### src/hw/rtl/shifting_int_queue_with_search_unit_assert.svh
// Assertion macros for the shifting queue RTL.
// Used inside modules that declare clk and rst_n.
`ifndef SHIFTING_INT_QUEUE_WITH_SEARCH_UNIT_ASSERT_SVH
`define SHIFTING_INT_QUEUE_WITH_SEARCH_UNIT_ASSERT_SVH

// same-cycle implication
`define SQS_ASSERT_NOW(lbl, ante, cons) \
  lbl: assert property (@(posedge clk) disable iff (!rst_n) (ante) |-> (cons)) \
    else $error("sqs assertion failed");

// next-cycle implication
`define SQS_ASSERT_NEXT(lbl, ante, cons) \
  lbl: assert property (@(posedge clk) disable iff (!rst_n) (ante) |=> (cons)) \
    else $error("sqs assertion failed");

`endif

### src/hw/rtl/sqs_pkg.sv
// Shared types and constants for the shifting queue with search.
// No dependencies.
package sqs_pkg;

  localparam int DEPTH_DEF = 16;
  localparam int DATA_W    = 32;
  localparam int CMD_W     = 3;
  localparam int CAP_W     = 5;
  localparam int CNT_OUT_W = 5;
  localparam int POS_OUT_W = 4;

  localparam logic [CAP_W-1:0] CAP_RESET = 5'd16;

  localparam logic [CMD_W-1:0] CMD_ENQ  = 3'd0;
  localparam logic [CMD_W-1:0] CMD_DEQ  = 3'd1;
  localparam logic [CMD_W-1:0] CMD_PEEK = 3'd2;
  localparam logic [CMD_W-1:0] CMD_SRCH = 3'd3;
  localparam logic [CMD_W-1:0] CMD_CLR  = 3'd4;

  typedef logic signed [DATA_W-1:0] data_t;

  typedef enum logic {
    ST_IDLE,
    ST_SCAN
  } state_t;

  typedef struct packed {
    logic shift;    // every cell but the tail takes its tail-side neighbor's entry; the tail keeps its own
    logic load;     // selected cell takes the enqueued value
    logic capture;  // cells latch their compare result
    logic mshift;   // match flags move one cell toward the head
  } cell_ctl_t;

endpackage

### src/hw/rtl/sqs_cell.sv
// One queue cell: an entry register and a search match flag.
// Depends on sqs_pkg.
module sqs_cell (
  input  logic               clk,
  input  sqs_pkg::cell_ctl_t ctl,
  input  logic               sel,
  input  logic               live,
  input  sqs_pkg::data_t     key,
  input  sqs_pkg::data_t     nbr_data,
  input  logic               nbr_match,
  output sqs_pkg::data_t     data,
  output logic               match
);
  import sqs_pkg::*;

  data_t data_r, data_nxt;
  logic  match_r, match_nxt;

  always_comb begin
    data_nxt = data_r;
    if (ctl.shift) begin
      data_nxt = nbr_data;
    end else if (ctl.load && sel) begin
      data_nxt = key;
    end
  end

  always_comb begin
    match_nxt = match_r;
    if (ctl.capture) begin
      match_nxt = live && (data_r == key);
    end else if (ctl.mshift) begin
      match_nxt = nbr_match;
    end
  end

  always_ff @(posedge clk) begin
    data_r  <= data_nxt;
    match_r <= match_nxt;
  end

  assign data  = data_r;
  assign match = match_r;

endmodule

### src/hw/rtl/shifting_int_queue_with_search_unit.sv
// Top level of the shifting queue with search: control, count and result register.
// Depends on sqs_pkg, sqs_cell and shifting_int_queue_with_search_unit_assert.svh.
//
//   channel | signals                         | direction
//   in      | in_valid/in_ready, cmd, value   | item in
//   out     | out_valid/out_ready, 6 fields   | result out
//   cfg     | cfg_valid/cfg_ready, cfg_data   | capacity write
//
// Enqueue, dequeue, peek, clear and unused codes: result registered at the accept edge.
// Search: match flags are captured at the accept edge, then walk the cell chain toward the
// head one cell per cycle until a match reaches cell 0 or every live entry is passed.
// No item is taken during a search scan. Reset: synchronous, no clearing pass.
// A result held by out_ready low stalls the input side.
module shifting_int_queue_with_search_unit #(
  parameter int DEPTH = sqs_pkg::DEPTH_DEF
) (
  input  logic                           clk,
  input  logic                           rst_n,
  input  logic                           in_valid,
  output logic                           in_ready,
  input  logic [sqs_pkg::CMD_W-1:0]      in_cmd,
  input  sqs_pkg::data_t                 in_value,
  output logic                           out_valid,
  input  logic                           out_ready,
  output logic                           out_status,
  output sqs_pkg::data_t                 out_data,
  output logic [sqs_pkg::POS_OUT_W-1:0]  out_position,
  output logic [sqs_pkg::CNT_OUT_W-1:0]  out_count,
  output logic                           out_is_empty,
  output logic                           out_is_full,
  input  logic                           cfg_valid,
  output logic                           cfg_ready,
  input  logic [sqs_pkg::CAP_W-1:0]      cfg_data
);
  import sqs_pkg::*;

  localparam int CW  = $clog2(DEPTH + 1);
  localparam int IW  = (DEPTH > 1) ? $clog2(DEPTH) : 1;
  localparam int LW  = (CW > CAP_W) ? CW : CAP_W;
  localparam int PXW = (IW > POS_OUT_W) ? IW : POS_OUT_W;

  state_t state_r, state_nxt;
  logic [CAP_W-1:0] cap_r;
  logic [CW-1:0]    count_r, count_nxt;
  logic [IW-1:0]    idx_r, idx_nxt;
  logic [CW-1:0]    rem_r, rem_nxt;

  logic             out_valid_r, out_valid_nxt;
  logic             out_status_r, out_status_nxt;
  data_t            out_data_r, out_data_nxt;
  logic [POS_OUT_W-1:0] out_pos_r, out_pos_nxt;
  logic [CNT_OUT_W-1:0] out_count_r, out_count_nxt;
  logic             out_empty_r, out_empty_nxt;
  logic             out_full_r, out_full_nxt;

  cell_ctl_t  ctl;
  data_t      cell_data [DEPTH];
  logic       cell_match [DEPTH];

  logic [LW-1:0]  cap_w, lim_w, cnt_w, cnt_nxt_w;
  logic [PXW-1:0] idx_ext;
  logic           acc, out_free, can_enq, not_empty, scan_done, out_load;

  // capacity clamp and occupancy tests
  assign cap_w     = LW'(cap_r);
  assign lim_w     = (cap_w > LW'(DEPTH)) ? LW'(DEPTH) : cap_w;
  assign cnt_w     = LW'(count_r);
  assign cnt_nxt_w = LW'(count_nxt);
  assign can_enq   = cnt_w < lim_w;
  assign not_empty = count_r != '0;
  assign idx_ext   = PXW'(idx_r);

  assign acc       = in_valid && in_ready;
  assign out_free  = !out_valid_r || out_ready;
  assign scan_done = (rem_r == '0) || cell_match[0];
  assign cfg_ready = 1'b1;

  // cell chain
  for (genvar gi = 0; gi < DEPTH; gi++) begin : g_cell
    data_t nbr_d;
    logic  nbr_m;
    if (gi == DEPTH - 1) begin : g_tail
      assign nbr_d = cell_data[gi];
      assign nbr_m = 1'b0;
    end else begin : g_mid
      assign nbr_d = cell_data[gi+1];
      assign nbr_m = cell_match[gi+1];
    end
    sqs_cell u_cell (
      .clk       (clk),
      .ctl       (ctl),
      .sel       (count_r == CW'(gi)),
      .live      (count_r > CW'(gi)),
      .key       (in_value),
      .nbr_data  (nbr_d),
      .nbr_match (nbr_m),
      .data      (cell_data[gi]),
      .match     (cell_match[gi])
    );
  end

  // next state
  always_comb begin
    state_nxt = state_r;
    case (state_r)
      ST_IDLE: begin
        if (acc && in_cmd == CMD_SRCH) state_nxt = ST_SCAN;
      end
      ST_SCAN: begin
        if (scan_done && out_free) state_nxt = ST_IDLE;
      end
      default: state_nxt = ST_IDLE;
    endcase
  end

  // outputs and datapath control
  always_comb begin
    in_ready       = 1'b0;
    ctl            = '0;
    count_nxt      = count_r;
    idx_nxt        = idx_r;
    rem_nxt        = rem_r;
    out_load       = 1'b0;
    out_status_nxt = 1'b1;
    out_data_nxt   = '0;
    out_pos_nxt    = '0;
    case (state_r)
      ST_IDLE: begin
        in_ready = out_free;
        if (acc) begin
          case (in_cmd)
            CMD_ENQ: begin
              out_load = 1'b1;
              if (can_enq) begin
                ctl.load       = 1'b1;
                count_nxt      = count_r + 1'b1;
                out_status_nxt = 1'b0;
              end
            end
            CMD_DEQ: begin
              out_load = 1'b1;
              if (not_empty) begin
                ctl.shift      = 1'b1;
                count_nxt      = count_r - 1'b1;
                out_status_nxt = 1'b0;
                out_data_nxt   = cell_data[0];
              end
            end
            CMD_PEEK: begin
              out_load = 1'b1;
              if (not_empty) begin
                out_status_nxt = 1'b0;
                out_data_nxt   = cell_data[0];
              end
            end
            CMD_SRCH: begin
              ctl.capture = 1'b1;
              idx_nxt     = '0;
              rem_nxt     = count_r;
            end
            CMD_CLR: begin
              out_load       = 1'b1;
              count_nxt      = '0;
              out_status_nxt = 1'b0;
            end
            default: begin
              out_load = 1'b1;
            end
          endcase
        end
      end
      ST_SCAN: begin
        if (scan_done) begin
          out_load = out_free;
          if (cell_match[0] && rem_r != '0) begin
            out_status_nxt = 1'b0;
            out_pos_nxt    = idx_ext[POS_OUT_W-1:0];
          end
        end else begin
          ctl.mshift = 1'b1;
          idx_nxt    = idx_r + 1'b1;
          rem_nxt    = rem_r - 1'b1;
        end
      end
      default: begin
        in_ready = 1'b0;
      end
    endcase
  end

  always_comb begin
    out_count_nxt = cnt_nxt_w[CNT_OUT_W-1:0];
    out_empty_nxt = count_nxt == '0;
    out_full_nxt  = cnt_nxt_w >= lim_w;
    out_valid_nxt = out_load ? 1'b1 : (out_valid_r && !out_ready);
  end

  always_ff @(posedge clk) begin
    if (!rst_n) begin
      state_r     <= ST_IDLE;
      cap_r       <= CAP_RESET;
      count_r     <= '0;
      out_valid_r <= 1'b0;
    end else begin
      state_r     <= state_nxt;
      count_r     <= count_nxt;
      out_valid_r <= out_valid_nxt;
      if (cfg_valid && cfg_ready) cap_r <= cfg_data;
    end
  end

  always_ff @(posedge clk) begin
    idx_r <= idx_nxt;
    rem_r <= rem_nxt;
    if (out_load) begin
      out_status_r <= out_status_nxt;
      out_data_r   <= out_data_nxt;
      out_pos_r    <= out_pos_nxt;
      out_count_r  <= out_count_nxt;
      out_empty_r  <= out_empty_nxt;
      out_full_r   <= out_full_nxt;
    end
  end

  assign out_valid    = out_valid_r;
  assign out_status   = out_status_r;
  assign out_data     = out_data_r;
  assign out_position = out_pos_r;
  assign out_count    = out_count_r;
  assign out_is_empty = out_empty_r;
  assign out_is_full  = out_full_r;

`include "shifting_int_queue_with_search_unit_assert.svh"

  `SQS_ASSERT_NOW(a_count_max, 1'b1, count_r <= CW'(DEPTH))
  `SQS_ASSERT_NOW(a_scan_blocks_in, state_r == ST_SCAN, !in_ready)
  `SQS_ASSERT_NEXT(a_enq_grows, acc && in_cmd == CMD_ENQ && can_enq,
                   count_r == CW'($past(count_r) + 1'b1))
  `SQS_ASSERT_NEXT(a_search_enters_scan, acc && in_cmd == CMD_SRCH,
                   state_r == ST_SCAN && rem_r == $past(count_r))

endmodule
### config.mk
export PLATFORM = sky130hd
export DESIGN_NAME = shifting_int_queue_with_search_unit
export DESIGN_NICKNAME = d
export VERILOG_FILES = /design/src/hw/rtl/sqs_pkg.sv /design/src/hw/rtl/sqs_cell.sv /design/src/hw/rtl/shifting_int_queue_with_search_unit.sv
export VERILOG_INCLUDE_DIRS = /design/src /design/src/hw/rtl
export SDC_FILE = /design/constraint.sdc
export NUM_CORES = 1
export LEC_CHECK = 0
export BUFFER_PORTS_ARGS = -buffer_cell sky130_fd_sc_hd__buf_2
export CAP_MARGIN = 20
export CORE_UTILIZATION = 50
export DETAILED_ROUTE_END_ITERATION = 10
export HOLD_SLACK_MARGIN = 0.06
export PLACE_DENSITY = 0.65
export SETUP_SLACK_MARGIN = 0.1
export SKIP_LAST_GASP = 1
export SLEW_MARGIN = 20
export SYNTH_ARGS = -nofsm -noshare
export SYNTH_HDL_FRONTEND = slang
export SYNTH_SLANG_ARGS = --single-unit
### constraint.sdc
create_clock -name clk -period 5.27 [get_ports clk]
set_clock_uncertainty 0.15 [all_clocks]
set_input_delay 0.2635 -clock clk [delete_from_list [all_inputs] [get_ports clk]]
set_output_delay 0.2635 -clock clk [all_outputs]
set_load 0.1 [all_outputs]
==> flow_metrics.py <==
metrics = {
    "worst_setup_path": {
        "worstSetupStartpoint": "cnt_w[1]",
        "worstSetupStartpointType": "register",
        "cpMaxStageDelayCell": "dfxtp_1",
        "endpoint_kind": "register",
        "rrSetupSlack_ps": 1370,
        "cp.required_ps": 5450,
        "cp_slowest_stage_delay_ps": 750,
        "cp.arrival_ps": 4090,
        "r2r_end": "out_is_full",
        "worstSetupPathType": "register to register",
        "r2r_start": "cnt_w[1]",
        "ff2ff_path_depth": 13,
        "crit_chain": "inv_1 > ha_1 > nor4b_1 > o21ai_0 > or3b_2 > a211oi_2 > ha_1 > nand2b_1 > a21o_1 > a21oi_1 > nor2b_1 > o21ai_0 > nand2b_1",
        "endpoint": "out_is_full",
        "path_max_fanout": 14,
    },
    "power_and_ir_drop": {
        "p_int_mw": 8.06,
        "p_leak_nw": 12.8,
        "combPwrFrac": 0.093,
        "pwr-share-clk": 0.410,
        "power_switching_mw": 2.49,
        "swShare": 0.236,
        "powerDensity_nw_per_um2": 322,
        "vdd_ir_drop_max_uv": 299,
        "seqPwrFrac": 0.497,
        "total_power_mw": 10.6,
    },
    "synth": {
        "syn_inst": 2269,
        "synth_top_area_frac": 0.582,
        "synth_area_leaders": "edfxtp_1, a21o_1, xnor2_1",
        "yosys_warnings": 0,
        "yosys_register_bits": 593,
        "synth_edf_count": 581,
        "synth_common_cells": "edfxtp_1, a21o_1, xnor2_1, xor2_1, nand4_1",
        "syn_avg_cell_area_um2": 13.2,
        "yosysMostFrequentCell": "edfxtp_1",
        "synth_cell_types": 58,
        "synthArstFlopShare": 0,
        "synth_largest_area_cell": "edfxtp_1",
        "synth.cell_area_um2": 30000,
        "mappedNetlistNets": 2331,
        "synth_ff_type": "edfxtp_1",
        "ys_seq_area_frac": 0.590,
    },
    "status": {
        "status": "finished, violations left",
        "violations": "DRC",
    },
    "placed_design": {
        "place_congestion": 0.952,
        "io_buffers": 90,
        "hpwl_um": 57300,
        "post-place-ws_ps": 1400,
    },
    "timing": {
        "clock.fmax_ghz": 0.256,
        "hold_slack_ps": 88.3,
        "max-slew-margin-rel": 0.331,
        "hold_viol_final": 0,
        "fin_crit_sh": 0.741,
        "setup_violations": 0,
        "finalSetupTns_ps": 0,
        "tightest_slew_ps": 999,
        "post-route-min-period_ps": 3900,
        "rsz0062_at_grt": "false",
        "slew_violations": 0,
        "fin_ws_ps": 1370,
    },
    "clocking": {
        "cts_inserted_buffers": 67,
        "clk_pin_slew_ps": 50,
        "post_cts_buffers": 0,
        "cts_max_level": 3,
        "cts_resized": 0,
        "worst_skew_pair.late_latency_ps": 590,
        "clock-sinks": 593,
        "cts_tree": "built",
        "cts-root-buf": "clkbuf_16",
        "cts_buffer_depth": 3,
    },
    "grt": {
        "grt_first_pass_wirelength_um": 117000,
        "grt_max_degree": 130,
        "grt_pass1_vias": 19100,
        "gr-total-overflow": 0,
        "grt_antenna_before_repair": 0,
        "grt_util_all_layers": 0.262,
    },
    "flow_run": {
        "drv_cap": 0,
    },
    "floorplanning": {
        "core_area_um2": 59100,
        "num_io_pins": 92,
        "die-area_um2": 61000,
        "chipWidth_um": 247,
        "initial_core_util": 0.507,
        "die_h_um": 247,
        "fp-row-count": 89,
    },
    "final_layout": {
        "nets": 2340,
        "num_antenna_cells": 0,
        "drive_gt1_frac": 0.0977,
        "final_core_util": 0.555,
        "syn_to_final_growth_pct": 9.42,
    },
    "min_path": {
        "hp-class": "input pin to register",
    },
    "routing": {
        "avgRoutedWirePerCell_um": 25.4,
        "totalWireLength_um": 78600,
        "final_antenna_net_count": 0,
        "drt-vias-per-instance": 5.92,
        "drtIter0Drc": 1464,
        "drtPass1Iterations": 8,
        "post-route-drc-count": 12,
        "routed-via-count": 18300,
    },
}
flip-flops by register name, indices dropped and copies added (netlist names):
name,flops
g_cell.u_cell.match,16
out_status,1
idx_ext,4
out_is_full,1
g_cell.u_cell.data,512
state_r,1
cap_r,5
out_valid,1
out_position,4
out_is_empty,1
rem_r,5
out_count,5
out_data,32
cnt_w,5
worst max-delay path, delay by kind of cell, from the launching register on:
family / cells / cell delay (ps)
DFF: 1 / 750
AOI/OAI and AO/OA: 5 / 1030
adders and majority gates: 2 / 560
and+or+nand+nor: 5 / 980
buffers and inverters: 1 / 200
logic make-up after synthesis:
kind of cell / share of synthesized area
AOI/OAI and AO/OA: 0.138
xor gates and xnor gates: 0.151
adders and majority gates: 0.00709
buffers and inverters: 0.0429
DFF: 0.590
muxes: 0.00134
other: 0.000125
and+or+nand+nor: 0.0700
metrics by stage:
step,area (µm²),std cells
after floorplan,30000,2269
after global placement,30600,2959
after detailed placement,30600,2959
after CTS,32800,3096
after global routing,32800,3096
final,32800,3096
worst min-delay path by stage:
stage	start	to	slack, ps	cells past startpoint
after floorplan	in_value[0]	g_cell[15].u_cell.data[0]	210	0
after global placement	cfg_data[4]	cap_r[4]	330	3
after detailed placement	cfg_data[4]	cap_r[4]	330	3
after CTS	in_value[1]	g_cell[15].u_cell.data[1]	60	1
after global routing	in_value[10]	g_cell[15].u_cell.data[10]	80	1
final	in_value[28]	g_cell[15].u_cell.data[28]	90	1
area by class of cell:
class	count	area [µm²]
Clock inverter	22	125
Multi-Input combinational cell	1455	11100
Fill cell	4782	26300
Clock buffer	92	1870
Timing Repair Buffer	146	966
Inverter	15	56.3
Tap cell	773	967
Sequential cell	593	17700
layer usage:
layer  vias to the layer above  share of wire  track usage
met5                         -              0            0
met2                       622           0.49        0.451
met1                      9252           0.40        0.318
li1                       8279              -            -
met3                       181          0.044       0.0331
met4                         0          0.059        0.146
power groups by stage:
stage | clock (mW) | combinational, mW | sequential [mW]
3_5_place_dp | 0 | 0.951 | 5.35
6_report | 4.33 | 0.977 | 5.25
2_1_floorplan | 0 | 0.574 | 5.51
5_1_grt | 4.56 | 1.03 | 5.25
4_1_cts | 4.38 | 0.974 | 5.25
3_3_place_gp | 0 | 0.941 | 5.35
cells in the final DEF, fill, tap and decap left out, drive strengths merged, types with 3 or more instances in the layout:
master	n
a211oi	4
a21o	483
a21oi	11
and2	71
and3	4
buf	123
clkbuf	92
clkinv	19
dfxtp	12
dlygate4sd3	23
edfxtp	581
ha	17
inv	17
mux2i	4
nand2	37
nand2b	4
nand3	14
nand4	107
nor2	21
nor2b	8
nor3	18
nor3b	5
nor4	54
o211ai	3
o21a	3
o21ai	33
o31ai	6
o41ai	3
or3	3
xnor2	377
xor2	141
timing repair:
item	in CTS	in global routing
hold endpoints to repair	17	0
hold buffers	23	0
endpoints found under the setup margin	0	0
No activity file was read; power rests on OpenSTA's default activity.
